### config.mk
export PLATFORM = sky130hd
export DESIGN_NAME = sist_ctrl
export DESIGN_NICKNAME = d
export VERILOG_FILES = /design/src/sist_pkg.sv /design/src/sist_ctrl.sv
export SDC_FILE = /design/constraint.sdc
export NUM_CORES = 1
export LEC_CHECK = 0
export BUFFER_PORTS_ARGS = -buffer_cell sky130_fd_sc_hd__buf_4
export CAP_MARGIN = 20
export CORE_AREA = 3 3 40 42
export CTS_CLUSTER_DIAMETER = 40
export DETAILED_ROUTE_END_ITERATION = 7
export DIE_AREA = 0 0 43 45
export MAX_ROUTING_LAYER = met4
export PLACE_DENSITY = 0.39
export SYNTH_ARGS = -nofsm -noshare
export SYNTH_HDL_FRONTEND = slang
export SYNTH_SLANG_ARGS = --single-unit
### constraint.sdc
create_clock -name clk -period 1.5 [get_ports clk]
set_clock_uncertainty 0.15 [all_clocks]
set_input_delay 0.225 -clock clk [delete_from_list [all_inputs] [get_ports clk]]
set_output_delay 0.225 -clock clk [all_outputs]
set_load 0.02 [all_outputs]
### src/sist_pkg.sv
// Package for the sorted interval set table.
// Holds operation codes, controller states and the controller/datapath link types.
package sist_pkg;

  localparam int TABLE_DEPTH_DEF = 64;
  localparam int POS_WIDTH_DEF   = 32;

  // Operation codes carried in the kind field
  localparam logic [1:0] KIND_INSERT = 2'd0;
  localparam logic [1:0] KIND_REMOVE = 2'd1;
  localparam logic [1:0] KIND_POINT  = 2'd2;
  localparam logic [1:0] KIND_RANGE  = 2'd3;

  typedef enum logic [2:0] {
    ST_IDLE,
    ST_CHECK,
    ST_PROC,
    ST_SECOND,
    ST_FIN,
    ST_DONE
  } state_t;

  // Commands from controller to datapath
  typedef struct packed {
    logic start;   // latch the item and clear the scan state
    logic rd;      // read the next stored entry
    logic proc;    // handle the entry just read
    logic proc2;   // write the second piece of that entry
    logic fin;     // write the trailing pending range
    logic commit;  // switch banks if allowed and load the result
  } cmd_t;

  // Status from datapath to controller
  typedef struct packed {
    logic scan;      // item needs a pass over the table
    logic more;      // entries remain to be read
    logic need2;     // current entry emits two pieces
    logic out_busy;  // result register still holds an untaken item
  } sts_t;

endpackage

### src/sist_ctrl.sv
// Controller state machine of the sorted interval set table.
// Uses sist_pkg for the state type and the command and status structs.
module sist_ctrl (
  input  logic            clk,
  input  logic            rst,
  input  logic            in_valid,
  output logic            in_ready,
  input  sist_pkg::sts_t  sts,
  output sist_pkg::cmd_t  cmd
);

  sist_pkg::state_t state, state_next;

  // Hold the current state
  always_ff @(posedge clk) begin
    if (rst) begin
      state <= sist_pkg::ST_IDLE;
    end else begin
      state <= state_next;
    end
  end

  // Advance through the pass over the table
  always_comb begin
    state_next = state;
    unique case (state)
      sist_pkg::ST_IDLE: begin
        if (in_valid) state_next = sist_pkg::ST_CHECK;
      end
      sist_pkg::ST_CHECK: begin
        if (!sts.scan) state_next = sist_pkg::ST_DONE;
        else if (sts.more) state_next = sist_pkg::ST_PROC;
        else state_next = sist_pkg::ST_FIN;
      end
      sist_pkg::ST_PROC: begin
        if (sts.need2) state_next = sist_pkg::ST_SECOND;
        else state_next = sist_pkg::ST_CHECK;
      end
      sist_pkg::ST_SECOND: state_next = sist_pkg::ST_CHECK;
      sist_pkg::ST_FIN:    state_next = sist_pkg::ST_DONE;
      sist_pkg::ST_DONE: begin
        if (!sts.out_busy) state_next = sist_pkg::ST_IDLE;
      end
      default: state_next = sist_pkg::ST_IDLE;
    endcase
  end

  // Drive commands per state
  always_comb begin
    cmd      = '0;
    in_ready = 1'b0;
    unique case (state)
      sist_pkg::ST_IDLE: begin
        in_ready  = 1'b1;
        cmd.start = in_valid;
      end
      sist_pkg::ST_CHECK:  cmd.rd    = sts.scan && sts.more;
      sist_pkg::ST_PROC:   cmd.proc  = 1'b1;
      sist_pkg::ST_SECOND: cmd.proc2 = 1'b1;
      sist_pkg::ST_FIN:    cmd.fin   = 1'b1;
      sist_pkg::ST_DONE:   cmd.commit = !sts.out_busy;
      default: cmd = '0;
    endcase
  end

endmodule

==> out/qor.yml, run 1 <==
maxCapViolations: 0
reg2regPathDepth: 4
avgSynthCellArea_um2: 9.31
synth_cell_types: 20
clk_path_buf_depth: 2
max_freq_mhz: 681
vias: 290
syn2layout_area_growth_pct: 76.1
first_pass_iters: 4
ir_drop_uv: 300
criticalPathCategory: "register to primary output"
root_buffer: "clkbuf_4"
port_buffers: 13
min_from: "rst"
fin_setup_tns_ps: 0
wl_per_cell_um: 12.5
synth_top_cell_area_share_pct: 23.9
cp.arrival_ps: 1090
start_util_pct: 19.6
use_met2_pct: 15.6
antenna_found_initial: 0
yosysSeqAreaShare_pct: 23.9
synth.ff_latch_count: 3
nFillCells: 136
drc: 0
grt_max_degree: 12
clk_latency_ps: 240
period_minus_slack_ps: 1470
nNetsFinal: 53
status: "finished, final reports clean"
hp-class: "input port to register"
core_um2: 1280
cp-start-kind: "register"
diodes: 0
syn_nets: 34
endpoint: "cmd[0]"
cts_sinks: 3
die-width_um: 43
required_ps: 1120
synth_largest_area_cell: "dfxtp_1"
reg_top3: "state (3)"
num_rows: 13
dieHeight_um: 45
place.gp.congestion: 0.773
grt-busiest-layer: "met2"
critPathMaxFanout: 11
yosys_warnings: 0
grt_pass1_vias: 296
tritoncts: "done"
overflow: 0
p_total_mw: 0.401
grt_usage_pct: 8.49
cp-startpoint: "state[1]"
power_density_nw_per_um2: 906
final-setup-viol-count: 0
rsz0062_at_grt: "no"
reg2reg_setup_slack_ps: 150
regMostFlops: "state"
layout_setup_ws_ps: 32.3
worst-slew-pin-transition_ps: 319
drtIter0Drc: 6
final_common_cell: "buf_4"
slew_headroom_pct: 78.5
r2r_start: "state[0]"
dp_slack_ps: 91.8
wirelength_um: 752
layout-drive-gt1-share_pct: 73.3
finalMaxSlewViolations: 0
cp-end-kind: "primary output"
cts_hold_buf: 0
pin_count: 14
fin_crit_sh_pct: 97.8
die_area_um2: 1940
ant_nets: 0
power_leakage_nw: 0.175
synthTopCellsByArea: "dfxtp_1 (24%), nor4_2 (10%), buf_6 (9.0%)"
grt_pass1_wl_um: 1240
cts_made_buffers: 3
met3_usage_pct: 0
largest_reg_flops: 3
synth_area_um2: 251
clkSlewWorstSetupHoldPaths_ps: 40
fin_util_pct: 34.5
viasPerCell: 4.83
mostFrequentLayoutCells: "buf_4 (14), clkbuf_4 (3)"
synthCells: 27
met1_usage_pct: 9.16
worstReg2RegEnd: "state[0]"
dp_hpwl_um: 528
h-tree-depth: 1
hold_violations: 0
==> cell usage after synthesis (all sizes together) <==
cell type  n
o32ai      1
a211oi     1
and2       1
o21ai      1
o22a       1
nor3b      3
dfxtp      3
nor3       1
a2111oi    1
nor4       3
nand2b     1
nor4b      1
inv        2
buf        3
nand3b     1
nand2      3
==> power by group <==
| group | internal (mW) | switching [mW] | total (mW) | leakage (nW) |
|---|---|---|---|---|
| sequential | 0.0879 | 0.0152 | 0.103 | 0.0264 |
| clock | 0.100 | 0.0475 | 0.148 | 0.0150 |
| combinational | 0.0779 | 0.0728 | 0.151 | 0.133 |
==> area by class of cell <==
type                    count  area [um2]  share of cell area, %
multi-input cells          19         189                   42.7
well taps                  15        18.8                   4.24
flip-flops and latches      3        68.8                   15.5
inverters                   2        7.51                   1.69
clock buffers               4        26.3                   5.93
repair buffers             17         133                   29.9
==> critical path, cell delays in order, from the launching register on <==
cell and delay [ps]:
dfxtp_4 390, nor4b_2 270, buf_4 180
==> cell families after synthesis <==
kind of cell / synth area share, %
AO/OA/AOI/OAI: 15.9
buffers and inverters: 14.9
flip-flops: 23.9
AND/OR/NAND/NOR: 45.3
==> through the flow <==
stage,hold slack [ps],cell area (um2),cells
after CTS,12.0,422,59
after global placement,264,365,54
after detailed placement,269,365,54
after global routing,18.8,443,60
after floorplan,148,264,27
final,16.0,443,60
==> repair_timing <==
item / 4_1_cts / 5_1_grt
pin swaps: 2 / 1
buffers inserted: 1 / 1
resized for setup: 8 / 3
setup endpoints to repair: 6 / 3
==> metal layers <==
metal	vias up	part of all wire, %
met5	-	0
met2	14	55
li1	137	-
met1	137	38
met3	2	5.2
met4	0	2.5
==> worst min path at each step <==
| stage | endpoint | slack (ps) | cells after the start |
|---|---|---|---|
| final | state[1] | 20 | 2 |
| after global routing | state[1] | 20 | 2 |
| after CTS | state[1] | 10 | 2 |
| after global placement | state[1] | 260 | 2 |
| after floorplan | state[2] | 150 | 1 |
| after detailed placement | state[2] | 270 | 2 |
Power figures use the tool's default switching activity.
==> run 2: changes to the inputs <==
--- a/config.mk
+++ b/config.mk
@@ -8,7 +8,9 @@
 export BUFFER_PORTS_ARGS = -buffer_cell sky130_fd_sc_hd__buf_4
 export CAP_MARGIN = 20
 export CORE_AREA = 3 3 40 42
+export CTS_BUF_LIST = sky130_fd_sc_hd__clkbuf_4 sky130_fd_sc_hd__clkbuf_8
 export CTS_CLUSTER_DIAMETER = 40
+export CTS_CLUSTER_SIZE = 8
 export DETAILED_ROUTE_END_ITERATION = 7
 export DIE_AREA = 0 0 43 45
 export MAX_ROUTING_LAYER = met4
==> run 2 against run 1 <==
  * Combinational power about the same
  * Clock power grew 10%
  * Register-to-register slack worse by 30 ps
  * Maximum frequency fell by 0.85%
  * Global-route usage grew 0.17 points
  * Core utilization rose by 0.68 points
  * Worst setup slack worse by 13 ps
  * Worst hold slack improved by 4.9 ps
  * Cell count unchanged
  * Die area unchanged
  * Largest power group is now the clock network
  * Critical endpoint is now cmd[4]
==> out/qor.yml, run 2 (synthesis results as in run 1) <==
die_area_um2: 1940  # unchanged
core_um2: 1280  # unchanged
fin_setup_tns_ps: 0  # unchanged
min_from: "rst"
worst_hold_path.endpoint: "state[1]"
required_ps: 1120  # about the same
reg_top3: "state (3)"
worst-slew-pin-transition_ps: 328  # +8.78 ps
h-tree-depth: 1  # unchanged
dieHeight_um: 45  # unchanged
hp-class: "input port to register"
r2r_start: "state[0]"
dpl-instance-area_um2: 365  # unchanged
maxCapViolations: 0  # unchanged
worstReg2RegEnd: "state[0]"
regMostFlops: "state"
seq_area_um2: 68.8  # unchanged
grt_max_degree: 12  # unchanged
worstHoldPathCells: 2  # unchanged
place.gp.congestion: 0.773  # unchanged
vias: 286  # -1.4%
num_rows: 13  # unchanged
fin_crit_sh_pct: 98.7  # +0.84 points
clkSlewWorstSetupHoldPaths_ps: 40  # about the same
wl_per_cell_um: 12.4  # -1.1%
tritoncts: "done"
slew_headroom_pct: 77.9  # -0.59 points
dp_hpwl_um: 528  # unchanged
grt_usage_pct: 8.66  # +0.17 points
cp-end-kind: "primary output"
cp-start-kind: "register"
grt_pass1_wl_um: 1240  # unchanged
drc: 0  # unchanged
cp.arrival_ps: 1110  # +20 ps
power_density_nw_per_um2: 932  # +2.8%
nNetsFinal: 53  # unchanged
cts_hold_buf: 0  # unchanged
ant_nets: 0  # unchanged
clk_latency_ps: 240  # about the same
reg2reg_setup_slack_ps: 120  # -30 ps
hold_violations: 0  # unchanged
viasPerCell: 4.77  # -1.4%
diodes: 0  # unchanged
syn2layout_area_growth_pct: 79.6
root_buffer: "clkbuf_4"
first_pass_iters: 4  # unchanged
antenna_found_initial: 0  # unchanged
cts_sinks: 3  # unchanged
rsz0062_at_grt: "yes"
port_buffers: 13  # unchanged
final_common_cell: "buf_4"
wirelength_um: 744  # -1.1%
dp.cells: 54  # unchanged
reg2regPathDepth: 4  # unchanged
finalMaxSlewViolations: 0  # unchanged
status: "finished, final reports clean"
final_area_um2: 452  # +2.0%
max_freq_mhz: 676  # -0.85%
largest_reg_flops: 3  # unchanged
pin_count: 14  # unchanged
period_minus_slack_ps: 1480  # +12.6 ps
clk_path_buf_depth: 2  # unchanged
power_leakage_nw: 0.179  # +2.3%
mostFrequentLayoutCells: "buf_4 (15), clkbuf_4 (4)"
grt_pass1_vias: 302  # +2.0%
fin_cells: 60  # unchanged
critPathMaxFanout: 4  # -7
criticalPathCategory: "register to primary output"
start_util_pct: 19.6  # unchanged
multi_input_area_um2: 189  # unchanged
die-width_um: 43  # unchanged
ir_drop_uv: 360  # +20%
overflow: 0  # unchanged
final-setup-viol-count: 0  # unchanged
p_total_mw: 0.421  # +4.9%
layout-drive-gt1-share_pct: 75.6  # +2.2 points
cts_made_buffers: 3  # unchanged
fin_util_pct: 35.2  # +0.68 points
drtIter0Drc: 3  # -3
nFillCells: 137  # +0.74%
run 2: changes by cell type in the layout (fill, tap and decap cells not counted):
cell,before,now
buf_2,1,0
buf_4,14,15
clkbuf_1,1,0
clkbuf_4,3,4
inv_2,1,0
inv_4,0,1
run 2: where the power goes:
group | switching [mW] | leakage (nW) | total [mW] | internal [mW]
logic | 0.0693 | 0.134 | 0.149 | 0.0798
registers | 0.0204 | 0.0264 | 0.108 | 0.0880
clock network | 0.0455 | 0.0184 | 0.163 | 0.118
run 2: final cells by class:
| type | instances | share of cell area, % |
|---|---|---|
| timing repair buffer | 17 | 29.9 |
| inverter | 2 | 2.22 |
| sequential | 3 | 15.2 |
| multi-input combinational | 19 | 41.8 |
| clock buffer | 4 | 6.65 |
| tap | 15 | 4.16 |
run 2: timing repair:
item                                    CTS  global route
endpoints found under the setup margin    6             5
endpoints found under the hold margin     0             0
gates resized for setup                   7             5
pin swaps                                 2             1
buffers inserted                          1             1
run 2: worst max-delay path: stages (launching register included):
cell and delay (ps):
dfxtp_2 370, inv_4 60, nor4_4 260, buf_4 180
run 2: worst max-delay path by stage:
stage / from / end / slack (ps) / depth (start not counted)
floorplan: state[1] / cmd[5] / 30 / 3
global placement: state[1] / state[0] / 80 / 3
detailed placement: state[1] / state[0] / 90 / 3
CTS: state[1] / cmd[2] / 0.2 / 2
global route: state[2] / cmd[3] / -20 / 3
finish: state[0] / cmd[4] / 20 / 3
run 2: per-stage QoR:
step                setup slack [ps]  hold WS (ps)
detailed placement              91.8           269
global route                   -18.5          14.9
global placement                80.2           264
CTS                            0.241          14.3
floorplan                       29.7           148
finish                          19.8          20.9
run 2: metal layers:
| metal | vias up | global-route usage (%) | part of all wire [%] |
|---|---|---|---|
| met4 | 0 | 6.63 | 4.6 |
| met5 | - | - | 0 |
| met3 | 4 | 0 | 6.0 |
| met2 | 18 | 14.7 | 50 |
| li1 | 136 | - | - |
| met1 | 128 | 9.88 | 39 |
==> run 3: changes to the inputs <==
==> constraint.sdc (replaced) <==
create_clock -name clk -period 1.5 [get_ports clk]
set_clock_uncertainty 0.15 [all_clocks]
set_input_delay 0.3 -clock clk [delete_from_list [all_inputs] [get_ports clk]]
set_output_delay 0.3 -clock clk [all_outputs]
set_load 0.02 [all_outputs]
==> run 3 against run 2 <==
  * Non-clock buffer count rose by 2
  * Combinational power rose by 5%
  * Critical path type unchanged
  * Sequential share of layout area fell by 0.80 points
  * Critical endpoint is now cmd[5]
  * Highest routed layer is now met3
  * Clock power fell by 3%
  * Sequential cell count did not move
  * Global-route usage rose by 1.2 points
  * The run now ends with negative setup slack left
==> out/qor.yml, run 3 (synthesis results as in run 1) <==
tritoncts: "done"
die-width_um: 43  # unchanged
worstPathCellList: "nor3_4 > and2_4 > buf_6"
nFillCells: 148  # +8.0%
reg2regPathDepth: 4  # unchanged
timing.hold.ws_ps: 94.6  # +73.7 ps
pin_count: 14  # unchanged
syn2layout_area_growth_pct: 89.6
cp.arrival_ps: 1060  # -50 ps
cts_sinks: 3  # unchanged
final_common_cell: "buf_4"
period_minus_slack_ps: 1510  # +32.1 ps
grt_pass1_vias: 318  # +5.3%
max_stage_delay_ps: 370  # about the same
fin_cells: 62  # +3.3%
drc: 0  # unchanged
worstReg2RegEnd: "state[0]"
finalMaxSlewViolations: 0  # unchanged
diodes: 0  # unchanged
final-setup-viol-count: 1  # +1
grt_usage_pct: 9.85  # +1.2 points
antenna_found_initial: 0  # unchanged
status: "finished, violations left"
viasPerCell: 4.73  # -0.86%
criticalPathCategory: "register to primary output"
die_area_um2: 1940  # unchanged
dp_slack_ps: -3.75  # -95.5 ps
fin_util_pct: 37.1  # +1.9 points
layout-drive-gt1-share_pct: 76.6  # +1.0 points
cp_slowest_cell: "dfxtp_4"
wirelength_um: 750  # +0.81%
vias: 293  # +2.4%
num_rows: 13  # unchanged
ant_nets: 0  # unchanged
rsz0062_at_grt: "yes"
min_from: "rst"
mostFrequentLayoutCells: "buf_4 (16), clkbuf_4 (4), buf_6 (3)"
worstHoldPathCells: 2  # unchanged
dieHeight_um: 45  # unchanged
cts_made_buffers: 3  # unchanged
drtIter0Drc: 4  # +1
core_um2: 1280  # unchanged
fin_crit_sh_pct: 101  # +2.1 points
worst_hold_path.endpoint: "state[2]"
cp-start-kind: "register"
power_density_nw_per_um2: 879  # -5.7%
root_buffer: "clkbuf_4"
h-tree-depth: 1  # unchanged
slew_headroom_pct: 75.9  # -2.0 points
hp-class: "input port to register"
critPathMaxFanout: 8  # +4
dp.cells: 55  # +1.9%
violations: "negative setup slack"
p_total_mw: 0.419  # -0.47%
reg_top3: "state (3)"
clk_path_buf_depth: 2  # unchanged
required_ps: 1050  # -70 ps
path_delay_family: "flip-flops"
power_leakage_nw: 0.191  # +6.9%
r2r_start: "state[1]"
grt_max_degree: 9  # -3
first_pass_iters: 3  # -1
layout_setup_ws_ps: -12.3  # -32.1 ps
maxCapViolations: 0  # unchanged
port_buffers: 13  # unchanged
worst-slew-pin-transition_ps: 359  # +30.4 ps
grt_pass1_wl_um: 1340  # +8.3%
ir_drop_uv: 291  # -19%
wl_per_cell_um: 12.1  # -2.4%
nNetsFinal: 55  # +3.8%
hold_violations: 0  # unchanged
start_util_pct: 19.6  # unchanged
place.gp.congestion: 0.733  # -5.2%
largest_reg_flops: 3  # unchanged
path_buf_inv: 1  # -1
clk_latency_ps: 230  # about the same
cts_hold_buf: 0  # unchanged
reg2reg_setup_slack_ps: 100  # -20 ps
max_freq_mhz: 661  # -2.1%
regMostFlops: "state"
cp-end-kind: "primary output"
clkSlewWorstSetupHoldPaths_ps: 40  # about the same
overflow: 0  # unchanged
dp_hpwl_um: 570  # +8.0%
## run 3: cell types whose count changed in the layout (fill, tap and decap cells not counted)
| cell | before | now |
|---|---|---|
| inv_4 | 1 | 0 |
| nor4b_4 | 0 | 1 |
| buf_6 | 2 | 3 |
| inv_2 | 0 | 1 |
| buf_4 | 15 | 16 |
| nor4b_2 | 1 | 0 |
## run 3: worst reg2reg max path, delay by kind of cell, from the launching register on
kind / cells / cell delay [ps]
AND/OR/NAND/NOR: 1 / 370
flip-flops: 1 / 380
buffers and inverters: 2 / 260
AO/OA/AOI/OAI: 1 / 100
## run 3: where the power goes
part           total (mW)  switching (mW)  leakage [nW]  internal [mW]
Sequential          0.104          0.0164        0.0264         0.0880
Combinational       0.157          0.0737         0.146         0.0829
Clock               0.158          0.0404        0.0184          0.118
Total               0.419           0.131         0.191          0.289
## run 3: layer usage
metal  vias up  GRT usage (%)  share of wire (%)
met2        11           17.7                 55
met1       141           9.62                 39
met5         -              -                  0
li1        141              -                  -
met3         0           1.59                6.3
met4         0           7.23                  0
## run 3: what timing repair did
action	CTS	global route
resized for setup	10	2
endpoints found under the setup margin	7	7
pin swaps	4	3
buffers inserted	3	1
## run 3: cell type report
type,instances,area (um2),share of cell area (%)
clock buffers,4,30.0,6.30
inverters,2,7.51,1.57
multi-input cells,19,198,41.5
flip-flops and latches,3,68.8,14.4
well taps,15,18.8,3.94
repair buffers,19,154,32.3
## run 3: stage by stage
stage / area (um2) / TNS [ps]
5_1_grt: 477 / -290
6_report: 477 / -12.3
4_1_cts: 464 / -31.5
3_5_place_dp: 379 / -3.75
2_1_floorplan: 270 / -10.2
3_3_place_gp: 379 / 0
## run 3: worst max-delay path by stage
stage                     cells past startpoint     end  startpoint
after floorplan                               2  cmd[1]    state[2]
after global placement                        2  cmd[2]    state[1]
after detailed placement                      2  cmd[3]    state[1]
after CTS                                     4  cmd[5]    state[0]
after global routing                          4  cmd[5]    state[0]
final                                         3  cmd[5]    state[2]
